==> src/design/fpp_pkg.sv <==
// Shared types, constants and character decode functions for the FEN parser.
package fpp_pkg;

  localparam int unsigned COUNTER_WIDTH = 16;
  localparam int unsigned BOARD_DIM     = 8;
  localparam int unsigned CNT_OUT_W     = 16;
  localparam int unsigned QDEPTH        = 2;
  localparam int unsigned QAW           = $clog2(QDEPTH);

  localparam logic [7:0] CH_SLASH = 8'h2F;
  localparam logic [7:0] CH_DASH  = 8'h2D;
  localparam logic [7:0] CH_SPACE = 8'h20;
  localparam logic [7:0] CH_ZERO  = 8'h30;
  localparam logic [7:0] CH_NINE  = 8'h39;
  localparam logic [7:0] CH_THREE = 8'h33;
  localparam logic [7:0] CH_SIX   = 8'h36;
  localparam logic [7:0] CH_LC_A  = 8'h61;
  localparam logic [7:0] CH_LC_H  = 8'h68;
  localparam logic [7:0] CH_LC_W  = 8'h77;
  localparam logic [7:0] CH_LC_B  = 8'h62;

  localparam logic [3:0] CASTLE_WK = 4'b0001;
  localparam logic [3:0] CASTLE_WQ = 4'b0010;
  localparam logic [3:0] CASTLE_BK = 4'b0100;
  localparam logic [3:0] CASTLE_BQ = 4'b1000;

  localparam logic [3:0] TEN = 4'd10;

  typedef enum logic [10:0] {
    PH_BOARD      = 11'b000_0000_0001,
    PH_SIDE       = 11'b000_0000_0010,
    PH_SIDE_SP    = 11'b000_0000_0100,
    PH_CAST_FIRST = 11'b000_0000_1000,
    PH_CAST_MORE  = 11'b000_0001_0000,
    PH_CAST_SP    = 11'b000_0010_0000,
    PH_EP_FIRST   = 11'b000_0100_0000,
    PH_EP_RANK    = 11'b000_1000_0000,
    PH_EP_SP      = 11'b001_0000_0000,
    PH_HALF       = 11'b010_0000_0000,
    PH_FULL       = 11'b100_0000_0000
  } fpp_phase_e;

  // Classified character word passed from front to back.
  typedef struct packed {
    logic       last;
    logic       is_digit;
    logic [3:0] digit;
    logic       is_slash;
    logic       is_space;
    logic       is_dash;
    logic       is_piece;
    logic [3:0] piece;
    logic [3:0] castle;
    logic       is_file;
    logic [2:0] file;
    logic       is_r3;
    logic       is_r6;
    logic       is_w;
    logic       is_b;
  } fpp_cls_t;

  typedef struct packed {
    logic                 place_valid;
    logic [5:0]           square;
    logic [3:0]           piece;
    logic                 done_res;
    logic                 error;
    logic                 turn;
    logic [3:0]           castle_rights;
    logic                 ep_present;
    logic [5:0]           ep_square;
    logic [CNT_OUT_W-1:0] halfmove_count;
    logic [CNT_OUT_W-1:0] fullmove_count;
  } fpp_res_t;

  // Piece letter to code; bit 4 flags a hit.
  function automatic logic [4:0] piece_lookup(input logic [7:0] c);
    logic [4:0] r;
    case (c)
      8'h50:   r = {1'b1, 4'd0};
      8'h4E:   r = {1'b1, 4'd1};
      8'h42:   r = {1'b1, 4'd2};
      8'h52:   r = {1'b1, 4'd3};
      8'h51:   r = {1'b1, 4'd4};
      8'h4B:   r = {1'b1, 4'd5};
      8'h70:   r = {1'b1, 4'd6};
      8'h6E:   r = {1'b1, 4'd7};
      8'h62:   r = {1'b1, 4'd8};
      8'h72:   r = {1'b1, 4'd9};
      8'h71:   r = {1'b1, 4'd10};
      8'h6B:   r = {1'b1, 4'd11};
      default: r = 5'd0;
    endcase
    return r;
  endfunction

  function automatic logic [3:0] castle_lookup(input logic [7:0] c);
    logic [3:0] r;
    case (c)
      8'h4B:   r = CASTLE_WK;
      8'h51:   r = CASTLE_WQ;
      8'h6B:   r = CASTLE_BK;
      8'h71:   r = CASTLE_BQ;
      default: r = 4'd0;
    endcase
    return r;
  endfunction

  // v*10+d, saturating.
  function automatic logic [COUNTER_WIDTH-1:0] accumulate(
    input logic [COUNTER_WIDTH-1:0] v,
    input logic [3:0]               d
  );
    logic [COUNTER_WIDTH+3:0] n;
    logic [COUNTER_WIDTH+3:0] lim;
    n   = ({4'd0, v} << 3) + ({4'd0, v} << 1) + {{COUNTER_WIDTH{1'b0}}, d};
    lim = {4'd0, {COUNTER_WIDTH{1'b1}}};
    return (n > lim) ? {COUNTER_WIDTH{1'b1}} : n[COUNTER_WIDTH-1:0];
  endfunction

endpackage

==> src/design/fpp_front.sv <==
// Front end: classifies each incoming character into a decoded word.
module fpp_front (
  input  logic             [7:0] char_code_i,
  input  logic                   last_char_i,
  output fpp_pkg::fpp_cls_t      cls_o
);
  import fpp_pkg::*;

  logic [4:0] pc_hit;
  logic [7:0] file_off;
  logic [7:0] digit_off;

  assign pc_hit    = piece_lookup(char_code_i);
  assign file_off  = char_code_i - CH_LC_A;
  assign digit_off = char_code_i - CH_ZERO;

  always_comb begin
    cls_o          = '0;
    cls_o.last     = last_char_i;
    cls_o.is_digit = (char_code_i >= CH_ZERO) && (char_code_i <= CH_NINE);
    cls_o.digit    = digit_off[3:0];
    cls_o.is_slash = (char_code_i == CH_SLASH);
    cls_o.is_space = (char_code_i == CH_SPACE);
    cls_o.is_dash  = (char_code_i == CH_DASH);
    cls_o.is_piece = pc_hit[4];
    cls_o.piece    = pc_hit[3:0];
    cls_o.castle   = castle_lookup(char_code_i);
    cls_o.is_file  = (char_code_i >= CH_LC_A) && (char_code_i <= CH_LC_H);
    cls_o.file     = file_off[2:0];
    cls_o.is_r3    = (char_code_i == CH_THREE);
    cls_o.is_r6    = (char_code_i == CH_SIX);
    cls_o.is_w     = (char_code_i == CH_LC_W);
    cls_o.is_b     = (char_code_i == CH_LC_B);
  end

endmodule

==> src/design/fpp_queue.sv <==
// Short word queue between the classifier and the execution stage.
module fpp_queue (
  input  logic              clk_i,
  input  logic              rst_ni,
  input  logic              push_i,
  input  fpp_pkg::fpp_cls_t wdata_i,
  output logic              full_o,
  input  logic              pop_i,
  output logic              empty_o,
  output fpp_pkg::fpp_cls_t rdata_o
);
  import fpp_pkg::*;

  fpp_cls_t         mem_q [QDEPTH];
  logic [QAW-1:0]   wr_ptr_q, wr_ptr_d;
  logic [QAW-1:0]   rd_ptr_q, rd_ptr_d;
  logic [QAW:0]     count_q, count_d;
  logic             do_push, do_pop;

  assign full_o  = (count_q == (QAW+1)'(QDEPTH));
  assign empty_o = (count_q == '0);
  assign do_push = push_i && !full_o;
  assign do_pop  = pop_i && !empty_o;
  assign rdata_o = mem_q[rd_ptr_q];

  always_comb begin
    wr_ptr_d = wr_ptr_q;
    rd_ptr_d = rd_ptr_q;
    count_d  = count_q;
    if (do_push) begin
      wr_ptr_d = (wr_ptr_q == QAW'(QDEPTH - 1)) ? '0 : wr_ptr_q + 1'b1;
    end
    if (do_pop) begin
      rd_ptr_d = (rd_ptr_q == QAW'(QDEPTH - 1)) ? '0 : rd_ptr_q + 1'b1;
    end
    case ({do_push, do_pop})
      2'b10:   count_d = count_q + 1'b1;
      2'b01:   count_d = count_q - 1'b1;
      default: count_d = count_q;
    endcase
  end

  always_ff @(posedge clk_i or negedge rst_ni) begin
    if (!rst_ni) begin
      wr_ptr_q <= '0;
      rd_ptr_q <= '0;
      count_q  <= '0;
    end else begin
      wr_ptr_q <= wr_ptr_d;
      rd_ptr_q <= rd_ptr_d;
      count_q  <= count_d;
    end
  end

  always_ff @(posedge clk_i) begin
    if (do_push) begin
      mem_q[wr_ptr_q] <= wdata_i;
    end
  end

endmodule

==> src/design/fpp_back.sv <==
// Back end: parser state machine and registered result word.
module fpp_back (
  input  logic              clk_i,
  input  logic              rst_ni,
  input  logic              cls_valid_i,
  input  fpp_pkg::fpp_cls_t cls_i,
  output logic              cls_ready_o,
  output logic              res_valid_o,
  input  logic              res_ready_i,
  output fpp_pkg::fpp_res_t res_o
);
  import fpp_pkg::*;

  fpp_phase_e               phase_q, phase_d;
  logic [2:0]               rank_q, rank_d;
  logic [3:0]               file_q, file_d;
  logic                     side_q, side_d;
  logic [3:0]               castle_q, castle_d;
  logic                     ep_vld_q, ep_vld_d;
  logic [5:0]               ep_sq_q, ep_sq_d;
  logic [2:0]               ep_file_q, ep_file_d;
  logic [COUNTER_WIDTH-1:0] half_q, half_d;
  logic [COUNTER_WIDTH-1:0] full_q, full_d;
  logic                     dseen_q, dseen_d;
  logic                     err_q, err_d;
  logic                     out_vld_q;
  fpp_res_t                 res_q, res_d;
  logic                     step;
  logic                     err;
  logic                     done;
  logic                     placed;
  logic [4:0]               file_sum;

  assign cls_ready_o = !out_vld_q || res_ready_i;
  assign step        = cls_valid_i && cls_ready_o;
  assign res_valid_o = out_vld_q;
  assign res_o       = res_q;
  assign file_sum    = {1'b0, file_q} + {1'b0, cls_i.digit};

  always_comb begin
    phase_d   = phase_q;
    rank_d    = rank_q;
    file_d    = file_q;
    side_d    = side_q;
    castle_d  = castle_q;
    ep_vld_d  = ep_vld_q;
    ep_sq_d   = ep_sq_q;
    ep_file_d = ep_file_q;
    half_d    = half_q;
    full_d    = full_q;
    dseen_d   = dseen_q;
    err       = 1'b0;
    placed    = 1'b0;
    done      = 1'b0;
    res_d     = '0;

    if (!err_q) begin
      case (phase_q)
        PH_BOARD: begin
          if (cls_i.is_slash) begin
            if (file_q != 4'(BOARD_DIM) || rank_q == '0) err = 1'b1;
            else begin
              rank_d = rank_q - 1'b1;
              file_d = '0;
            end
          end else if (cls_i.is_space) begin
            if (file_q != 4'(BOARD_DIM) || rank_q != '0) err = 1'b1;
            else phase_d = PH_SIDE;
          end else if (cls_i.is_digit) begin
            if (cls_i.digit == '0 || file_sum > 5'(BOARD_DIM)) err = 1'b1;
            else file_d = file_sum[3:0];
          end else if (!cls_i.is_piece || file_q >= 4'(BOARD_DIM)) begin
            err = 1'b1;
          end else begin
            placed = 1'b1;
            file_d = file_q + 1'b1;
          end
        end
        PH_SIDE: begin
          if (cls_i.is_w) begin
            side_d  = 1'b0;
            phase_d = PH_SIDE_SP;
          end else if (cls_i.is_b) begin
            side_d  = 1'b1;
            phase_d = PH_SIDE_SP;
          end else err = 1'b1;
        end
        PH_SIDE_SP: begin
          if (cls_i.is_space) phase_d = PH_CAST_FIRST;
          else err = 1'b1;
        end
        PH_CAST_FIRST: begin
          if (cls_i.is_dash) begin
            castle_d = '0;
            phase_d  = PH_CAST_SP;
          end else if (cls_i.castle != '0) begin
            castle_d = castle_q | cls_i.castle;
            phase_d  = PH_CAST_MORE;
          end else err = 1'b1;
        end
        PH_CAST_MORE: begin
          if (cls_i.is_space) phase_d = PH_EP_FIRST;
          else if (cls_i.castle != '0) castle_d = castle_q | cls_i.castle;
          else err = 1'b1;
        end
        PH_CAST_SP: begin
          if (cls_i.is_space) phase_d = PH_EP_FIRST;
          else err = 1'b1;
        end
        PH_EP_FIRST: begin
          if (cls_i.is_dash) begin
            ep_vld_d = 1'b0;
            ep_sq_d  = '0;
            phase_d  = PH_EP_SP;
          end else if (cls_i.is_file) begin
            ep_file_d = cls_i.file;
            phase_d   = PH_EP_RANK;
          end else err = 1'b1;
        end
        PH_EP_RANK: begin
          if (cls_i.is_r3 || cls_i.is_r6) begin
            ep_vld_d = 1'b1;
            ep_sq_d  = {(cls_i.is_r6 ? 3'd5 : 3'd2), ep_file_q};
            phase_d  = PH_EP_SP;
          end else err = 1'b1;
        end
        PH_EP_SP: begin
          if (cls_i.is_space) begin
            phase_d = PH_HALF;
            dseen_d = 1'b0;
          end else err = 1'b1;
        end
        PH_HALF: begin
          if (cls_i.is_digit) begin
            half_d  = accumulate(half_q, cls_i.digit);
            dseen_d = 1'b1;
          end else if (cls_i.is_space && dseen_q) begin
            phase_d = PH_FULL;
            dseen_d = 1'b0;
          end else err = 1'b1;
        end
        PH_FULL: begin
          if (cls_i.is_digit) begin
            full_d  = accumulate(full_q, cls_i.digit);
            dseen_d = 1'b1;
          end else err = 1'b1;
        end
        default: err = 1'b1;
      endcase
    end

    err_d = err_q || err;
    if (cls_i.last && !err_d) begin
      if (phase_d == PH_FULL && dseen_d && full_d != '0) done = 1'b1;
      else err_d = 1'b1;
    end

    res_d.place_valid    = placed && !err_d;
    res_d.square         = (placed && !err_d) ? {rank_q, file_q[2:0]} : '0;
    res_d.piece          = (placed && !err_d) ? cls_i.piece : '0;
    res_d.done_res       = done;
    res_d.error          = err_d;
    res_d.turn           = side_d;
    res_d.castle_rights  = castle_d;
    res_d.ep_present     = ep_vld_d;
    res_d.ep_square      = ep_sq_d;
    res_d.halfmove_count = CNT_OUT_W'(half_d);
    res_d.fullmove_count = CNT_OUT_W'(full_d);
  end

  always_ff @(posedge clk_i or negedge rst_ni) begin
    if (!rst_ni) begin
      phase_q   <= PH_BOARD;
      rank_q    <= 3'(BOARD_DIM - 1);
      file_q    <= '0;
      side_q    <= 1'b0;
      castle_q  <= '0;
      ep_vld_q  <= 1'b0;
      ep_sq_q   <= '0;
      ep_file_q <= '0;
      half_q    <= '0;
      full_q    <= '0;
      dseen_q   <= 1'b0;
      err_q     <= 1'b0;
      out_vld_q <= 1'b0;
    end else begin
      if (step) begin
        out_vld_q <= 1'b1;
      end else if (res_ready_i) begin
        out_vld_q <= 1'b0;
      end
      if (step && cls_i.last) begin
        phase_q   <= PH_BOARD;
        rank_q    <= 3'(BOARD_DIM - 1);
        file_q    <= '0;
        side_q    <= 1'b0;
        castle_q  <= '0;
        ep_vld_q  <= 1'b0;
        ep_sq_q   <= '0;
        ep_file_q <= '0;
        half_q    <= '0;
        full_q    <= '0;
        dseen_q   <= 1'b0;
        err_q     <= 1'b0;
      end else if (step) begin
        phase_q   <= phase_d;
        rank_q    <= rank_d;
        file_q    <= file_d;
        side_q    <= side_d;
        castle_q  <= castle_d;
        ep_vld_q  <= ep_vld_d;
        ep_sq_q   <= ep_sq_d;
        ep_file_q <= ep_file_d;
        half_q    <= half_d;
        full_q    <= full_d;
        dseen_q   <= dseen_d;
        err_q     <= err_d;
      end
    end
  end

  always_ff @(posedge clk_i) begin
    if (step) begin
      res_q <= res_d;
    end
  end

endmodule

==> src/design/fen_position_parser.sv <==
// Top level of the FEN position parser: classifier, word queue and parser back end.
//   channel | direction | handshake           | word
//   in      | input     | in_valid_i/ready_o  | char_code_i, last_char_i
//   out     | output    | out_valid_o/ready_i | place_valid_o .. fullmove_count_o
// One character per cycle sustained while out_ready_i holds; each word is one result word.
// A character's result word is registered twice, first in a queue entry and then in the
// result register; a stalled output can hold it in the queue.
// The two-entry queue and the result register let either side stall independently.
// Reset returns the parser to the start of the board section; the final character
// of each string does the same after its result is formed.
module fen_position_parser (
  input  logic        clk_i,
  input  logic        rst_ni,
  input  logic        in_valid_i,
  output logic        in_ready_o,
  input  logic [7:0]  char_code_i,
  input  logic        last_char_i,
  output logic        out_valid_o,
  input  logic        out_ready_i,
  output logic        place_valid_o,
  output logic [5:0]  square_o,
  output logic [3:0]  piece_o,
  output logic        done_res_o,
  output logic        error_o,
  output logic        turn_o,
  output logic [3:0]  castle_rights_o,
  output logic        ep_present_o,
  output logic [5:0]  ep_square_o,
  output logic [15:0] halfmove_count_o,
  output logic [15:0] fullmove_count_o
);
  import fpp_pkg::*;

  fpp_cls_t cls_in;
  fpp_cls_t cls_out;
  fpp_res_t res;
  logic     q_full;
  logic     q_empty;
  logic     back_ready;

  assign in_ready_o = !q_full;

  fpp_front u_front (
    .char_code_i (char_code_i),
    .last_char_i (last_char_i),
    .cls_o       (cls_in)
  );

  fpp_queue u_queue (
    .clk_i   (clk_i),
    .rst_ni  (rst_ni),
    .push_i  (in_valid_i),
    .wdata_i (cls_in),
    .full_o  (q_full),
    .pop_i   (back_ready),
    .empty_o (q_empty),
    .rdata_o (cls_out)
  );

  fpp_back u_back (
    .clk_i       (clk_i),
    .rst_ni      (rst_ni),
    .cls_valid_i (!q_empty),
    .cls_i       (cls_out),
    .cls_ready_o (back_ready),
    .res_valid_o (out_valid_o),
    .res_ready_i (out_ready_i),
    .res_o       (res)
  );

  assign place_valid_o    = res.place_valid;
  assign square_o         = res.square;
  assign piece_o          = res.piece;
  assign done_res_o       = res.done_res;
  assign error_o          = res.error;
  assign turn_o           = res.turn;
  assign castle_rights_o  = res.castle_rights;
  assign ep_present_o     = res.ep_present;
  assign ep_square_o      = res.ep_square;
  assign halfmove_count_o = 16'(res.halfmove_count);
  assign fullmove_count_o = 16'(res.fullmove_count);

endmodule

==> config.mk <==
export PLATFORM = sky130hd
export DESIGN_NAME = fen_position_parser
export DESIGN_NICKNAME = d
export VERILOG_FILES = /design/src/design/fpp_pkg.sv /design/src/design/fpp_front.sv /design/src/design/fpp_queue.sv /design/src/design/fpp_back.sv /design/src/design/fen_position_parser.sv
export SDC_FILE = /design/constraint.sdc
export NUM_CORES = 1
export LEC_CHECK = 0
export BUFFER_PORTS_ARGS = -buffer_cell sky130_fd_sc_hd__buf_2
export CAP_MARGIN = 0
export CORE_MARGIN = 3
export CORE_UTILIZATION = 45
export CTS_CLUSTER_SIZE = 10
export DETAILED_ROUTE_END_ITERATION = 8
export PLACE_DENSITY_LB_ADDON = 0.25
export SLEW_MARGIN = 10
export SYNTH_ARGS = -nofsm -noshare
export SYNTH_HDL_FRONTEND = slang
export SYNTH_HIERARCHICAL = 1
export SYNTH_SLANG_ARGS = --single-unit
export TNS_END_PERCENT = 50
==> constraint.sdc <==
create_clock -name clk_i -period 5.53 [get_ports clk_i]
set_input_delay 1.106 -clock clk_i [delete_from_list [all_inputs] [get_ports clk_i]]
set_output_delay 1.106 -clock clk_i [all_outputs]
set_load 0.02 [all_outputs]
==> results of run 1 <==
[cells by family (layout without fill, tap and decap cells)]
kind of cell | after synthesis | in the layout | synth area share [%]
xor gates and xnor gates | 35 | 35 | 2.87
AOI/OAI and AO/OA | 268 | 268 | 18.2
buffers and inverters | 88 | 155 | 3.95
adders and majority gates | 80 | 80 | 9.73
DFF | 181 | 181 | 47.6
and+or+nand+nor | 264 | 264 | 13.6
muxes | 33 | 33 | 4.08
[sequential cells by signal (all words and copies together), names as in the netlist]
register and cells:
u_back/rank_q 3, u_back/side_q 1, u_back/file_q 4, u_back/ep_vld_q 1
u_back/phase_q 11, u_back/ep_file_q 3, u_back/dseen_q 1, u_back/castle_q 4
u_back/res_valid_o 1, u_back/full_q 16, u_queue/rd_ptr_q 1, u_queue/wr_ptr_q 1
u_back/half_q 16, u_back/err_q 1, u_queue/mem_q 52, u_queue/count_q 2
u_back/res_o 57, u_back/ep_sq_q 6
[metal layers]
metal | part of all wire (%) | wire, um
met2 | 48 | 11800
met1 | 46 | 11300
met5 | 0 | 0
met4 | 1.2 | 289
met3 | 5.0 | 1230
[power groups by stage]
stage / combinational, uW / clock [uW] / sequential (uW)
floorplan: 855 / 0 / 2030
global placement: 1410 / 0 / 1880
detailed placement: 1420 / 0 / 1890
CTS: 1430 / 1260 / 1860
global route: 1540 / 1320 / 1890
finish: 1420 / 1240 / 1860
[synth_stat cells, drive strengths merged, types with 4 or more instances]
master and n:
o21bai 7, a22o 35, o21ai 50, nor2 69, xor2 8, o211ai 9, dfrtp 68, a31oi 6
xnor2 27, a21oi 56, mux2i 6, a21o 8, o31ai 8, edfxtp 109, a211oi 5, mux2 27
nor4b 4, clkbuf 28, and2 13, o22a 28, o21a 11, buf 19, nor2b 12, nand3b 5
a22oi 6, inv 41, nand3 15, ha 75, dfstp 4, or3 5, nor3 24, nand2 49
nand4b 6, and3 11, nand4 5, o221a 16, nor4 18, nand2b 14, fa 5
[worst max-delay path: cells and delay by family (launching register included)]
family / cells / cell delay (ps)
flops: 1 / 440
mux: 1 / 360
compound gates: 7 / 2350
fa+ha+maj: 2 / 1020
simple gates: 3 / 570
[worst paths after layout]
check                                            endpoint  slack [ps]  cells after the start
setup / recovery           u_back/res_o[45]$_SDFFCE_PN0P_         520                     13
hold / removal             u_queue/count_q[1]$_DFFE_PN0P_         500                      1
setup reg to reg           u_back/res_o[45]$_SDFFCE_PN0P_         520                     13
hold reg to reg            u_queue/count_q[1]$_DFFE_PN0P_         500                      1
max in group asynchronous   u_back/phase_q[7]$_DFFE_PN0P_        4050                      1
min in group asynchronous   u_back/half_q[11]$_DFFE_PN0P_         830                      1
[cell type report]
type                       count  area [sq um]
fill                        2090         11100
multi-input combinational    680          5180
sequential                   181          5080
clock buffer                  22           474
timing repair buffer          82           440
tap                          313           392
inverter                      41           154
clock inverter                10           120
[through the flow]
stage | util [%] | instances | power, uW
2_1_floorplan | - | 949 | 2890
3_3_place_gp | 48.9 | 1297 | 3290
3_5_place_dp | 48.9 | 1297 | 3310
4_1_cts | 51.5 | 1329 | 4550
5_1_grt | 51.5 | 1329 | 4740
6_report | 51.5 | 1329 | 4510
==> impl_metrics.csv, run 1 <==
group,metric,value,unit
setup_path,critical_path.cell_chain,"mux2_4 -> fa_1 -> fa_1 -> a21o_1 -> a21boi_1 -> nor3_1 -> or2_2 -> o21ai_0 -> o2111ai_2 -> a2111oi_2 -> o211ai_1 -> o41ai_2 -> nor3_1",
floorplan,die_y,160,um
finish,final_layout_size_suffix_gt1_share,18.1,%
sta,post-route-period-util,90.6,%
floorplan,coreArea,23000,sq um
route,vias,7755,
setup_path,crit_start,"u_queue/rd_ptr_q$_DFFE_PN0P_",
sta,timing.fmax,0.200,GHz
finish,layout_common_cells,"109 x edfxtp_1, 75 x ha_1, 70 x buf_2, 68 x dfrtp_1, 66 x nor2_1",
power,comb_power_share,31.4,%
route,dr.pass1.iters,5,
sta,setup_viol,0,
placed_design,gp_congestion,0.939,
global_routing,met1_usage,26.3,%
sta,finalHoldViolations,0,
clock_network,ctsResizeCount,0,
global_routing,grtUsageTotal,19.3,%
global_routing,met2_usage,31.8,%
clock_network,cts_setup_buffers,0,
sta,fin_crit,5010,ps
sta,hold-worst-slack,504,ps
global_routing,grt_busiest_layer,"met2",
flow_run,cap_violations,0,
yosys,synth_top_area_share,30.7,%
yosys,ys_seq_elements,181,
power,p_leak,0.00516,uW
setup_path,cpMaxStageDelayCell,"fa_1",
yosys,synth_edf_count,109,
clock_network,clock_path_buffers,2,
setup_path,required,5700,ps
setup_path,critPathCaptureType,"register",
floorplan,ios,72,
yosys,dominantRegCellSynth,"edfxtp_1",
clock_network,clock-root-buffer,"clkbuf_16",
route,wl_per_cell,18.5,um
sta,skew,7.98,ps
sta,drv_slew,0,
setup_path,cp.arrival,5180,ps
route,viasPerCell,5.84,
clock_network,cts_buffers,17,
power,ir_drop,0.161,mV
finish,syn_to_final_growth,11.0,%
global_routing,grt.overflow.total,0,
setup_path,timing.rr.start,"u_queue/rd_ptr_q$_DFFE_PN0P_",
yosys,netlist_instances,949,
power,netSwitchingPower,1590,uW
worst_hold_path,hold_path_startpoint,"u_queue/count_q[1]$_DFFE_PN0P_",
sta,rsz0062_at_grt,"false",
worst_hold_path,hp-class,"reg -> reg",
finish,stdcell_area,11800,sq um
power,power.density,381,nW/um^2
global_routing,use_met3,4.10,%
finish,n_antenna_cell,0,
clock_network,ctsHoldBuffers,0,
power,swShare,35.2,%
placed_design,detailed_place.area,11200,sq um
global_routing,grt_max_degree,73,
setup_path,start_kind,"register",
yosys,synth_area,10700,sq um
clock_network,cts_tree,"built",
finish,fin_nets,1096,
route,ant_nets,0,
yosys,synth_area_leader_cell,"edfxtp_1",
global_routing,antenna_found_initial,0,
route,drt_drc_violations_left,0,
clock_network,cts.sinks,181,
placed_design,io_buffers,71,
global_routing,grt_pass1_vias,7713,
placed_design,dp.final_hpwl,16800,um
global_routing,grt_pass1_wl,40300,um
yosys,syn_avg_cell_area,11.2,sq um
yosys,synth_area_leaders,"edfxtp_1 31%, dfrtp_1 16%, ha_1 8.8%",
placed_design,dpl_worst_slack,671,ps
route,drtIter0Drc,457,
floorplan,placementRows,55,
floorplan,die_x,160,um
yosys,async_flop_share,39.8,%
power,pwr-share-clk,27.4,%
clock_network,path_clk_slew,70,ps
finish,final_common_cell,"edfxtp_1",
sta,setup_slack,520,ps
sta,tns,0,ps
sta,max_slew_margin,34.7,%
yosys,syn_nets,1042,
power,pwr-share-seq,41.2,%
sta,tightest_slew,979,ps
yosys,ys_warn_count,6,
yosys,synth_cell_type_count,80,
clock_network,ctsHtreeMaxLevel,4,
floorplan,die_area,25600,sq um
route,routed_wl,24600,um
setup_path,max_stage_delay,540,ps
setup_path,crit_type,"reg -> reg",
floorplan,initial_utilization,46.4,%
yosys,ys_seq_area_share,47.6,%
outcome,status,"finished, final reports clean",
power,intPower,2920,uW
setup_path,cp_max_fo,22,
clock_network,clock_insertion_delay_worst_skew,430,ps
Note: power is estimated with default switching activity, not from simulation.
==> run 2, diff against run 1 <==
CORE_UTILIZATION = 50   (was 45)
==> run 2 against run 1 <==
Against the previous run: clock skew increased by 0.96 ps; sequential share of layout area increased by 0.28 points; final cell count decreased by 3.2%; critical path depth unchanged; combinational power about the same; global-route usage increased by 1.1 points; non-clock buffer count unchanged; core utilization increased by 5.5 points; critical path type unchanged.
==> impl_metrics.csv, run 2 (synthesis results as in run 1) <==
group,metric,value,unit
route,dr.pass1.iters,5,
outcome,status,"finished, final reports clean",
setup_path,critPathCaptureType,"register",
clock_network,path_clk_slew,60,ps
floorplan,die_area,23100,sq um
setup_path,max_stage_delay,700,ps
clock_network,ctsHtreeMaxLevel,4,
worst_hold_path,hp-class,"reg -> reg",
finish,final_layout_size_suffix_gt1_share,17.8,%
floorplan,die_x,152,um
power,intPower,2900,uW
global_routing,grt_pass1_vias,7652,
global_routing,met1_usage,27.6,%
clock_network,cts_buffers,17,
placed_design,dp_cells,1254,
floorplan,initial_utilization,51.7,%
route,routed_wl,23600,um
route,ant_nets,0,
route,viasPerCell,6.00,
global_routing,grt_max_degree,73,
finish,stdcell_area,11800,sq um
clock_network,clock-root-buffer,"clkbuf_16",
route,vias,7716,
power,p_leak,0.00514,uW
worst_hold_path,hold_depth,1,
sta,finalHoldViolations,0,
clock_network,clock_insertion_delay_worst_skew,430,ps
global_routing,grt.overflow.total,0,
setup_path,cp_common_cell,"a21oi_1",
setup_path,cp.arrival,5140,ps
power,pwr-share-seq,41.9,%
floorplan,coreArea,20600,sq um
floorplan,die_y,152,um
finish,fin_nets,1096,
clock_network,ctsHoldBuffers,0,
finish,layoutNonFillerInstCount,1286,
finish,largest_reg_flops,57,
sta,drv_slew,0,
clock_network,cts_tree,"built",
sta,hold-worst-slack,501,ps
setup_path,crit_type,"reg -> reg",
clock_network,ctsResizeCount,0,
power,ir_drop,0.191,mV
clock_network,clock_path_buffers,2,
setup_path,cp_max_fo,18,
global_routing,met2_usage,33.9,%
sta,rsz0062_at_grt,"false",
placed_design,detailed_place.area,11200,sq um
placed_design,gp_congestion,0.943,
power,swShare,34.6,%
global_routing,grt_busiest_layer,"met2",
floorplan,placementRows,52,
floorplan,ios,72,
global_routing,grt_pass1_wl,39000,um
sta,tns,0,ps
placed_design,dp.final_hpwl,16400,um
power,comb_power_share,31.4,%
sta,post-route-period-util,86.5,%
power,power.density,377,nW/um^2
power,netSwitchingPower,1530,uW
setup_path,start_kind,"register",
finish,layout_common_cells,"109 x edfxtp_1, 75 x ha_1, 70 x buf_2, 68 x dfrtp_1, 66 x nor2_1",
clock_network,cts.sinks,181,
finish,syn_to_final_growth,10.2,%
setup_path,crit_family,"compound AO/OA/AOI/OAI gates",
setup_path,rr_worst_depth,13,
setup_path,critical_path.cell_chain,"mux2_4 -> fa_1 -> ha_1 -> nor2b_1 -> o21ai_0 -> a21oi_1 -> or4_1 -> a21oi_1 -> o211ai_1 -> nor4bb_1 -> o31ai_4 -> nand2b_1 -> o221a_2",
setup_path,cpMaxStageDelayCell,"o31ai_4",
finish,n_fill_cell,1745,
placed_design,io_buffers,71,
route,wl_per_cell,18.3,um
power,pwr-share-clk,26.6,%
route,drtIter0Drc,513,
power,finalPower,4430,uW
sta,max_slew_margin,36.2,%
sta,timing.fmax,0.209,GHz
route,drt_drc_violations_left,0,
finish,n_antenna_cell,0,
sta,fin_crit,4780,ps
finish,final_common_cell,"edfxtp_1",
setup_path,path_depth,13,
setup_path,required,5890,ps
global_routing,grtUsageTotal,20.4,%
sta,skew,8.94,ps
sta,tightest_slew,956,ps
flow_run,cap_violations,0,
global_routing,use_met3,3.81,%
setup_path,cp_num_buf_inv,0,
sta,setup_viol,0,
clock_network,cts_setup_buffers,0,
global_routing,antenna_found_initial,0,
[run 2: through the flow]
step                      util (%)  setup slack [ps]
after floorplan                  -              1280
after global placement        54.3               866
after detailed placement      54.3               801
after CTS                     57.0               739
after global routing          57.0               463
final                         57.0               748
[run 2: path summary, 6_finish.rpt]
kind,slack (ps),endpoint,startpoint
min reg2reg,500,u_queue/count_q[1]$_DFFE_PN0P_,u_queue/count_q[1]$_DFFE_PN0P_
max reg2reg,750,u_back/half_q[5]$_DFFE_PN0P_,u_queue/rd_ptr_q$_DFFE_PN0P_
max in group asynchronous,4080,u_back/ep_sq_q[5]$_DFFE_PN0P_,rst_ni
min,500,u_queue/count_q[1]$_DFFE_PN0P_,u_queue/count_q[1]$_DFFE_PN0P_
max,750,u_back/half_q[5]$_DFFE_PN0P_,u_queue/rd_ptr_q$_DFFE_PN0P_
min in group asynchronous,820,u_back/half_q[11]$_DFFE_PN0P_,rst_ni
[run 2: cell type report]
type | count | area [sq um] | area share, %
Multi-Input combinational cell | 680 | 5180 | 44.0
Sequential cell | 181 | 5080 | 43.2
Clock buffer | 23 | 468 | 3.98
Timing Repair Buffer | 82 | 440 | 3.74
Tap cell | 270 | 338 | 2.87
Inverter | 41 | 154 | 1.31
Clock inverter | 9 | 103 | 0.872
[run 2: power groups by stage]
| stage | clock (uW) | combinational, uW | sequential [uW] |
|---|---|---|---|
| after floorplan | 0 | 855 | 2030 |
| after global placement | 0 | 1390 | 1880 |
| after detailed placement | 0 | 1400 | 1890 |
| after CTS | 1210 | 1400 | 1860 |
| after global routing | 1270 | 1520 | 1890 |
| final | 1180 | 1390 | 1860 |
[run 2: metal layers]
metal | part of all wire [%] | vias to the layer above
li1 | - | 3698
met5 | 0 | -
met2 | 49 | 220
met4 | 1.3 | 0
met1 | 45 | 3770
met3 | 5.2 | 28
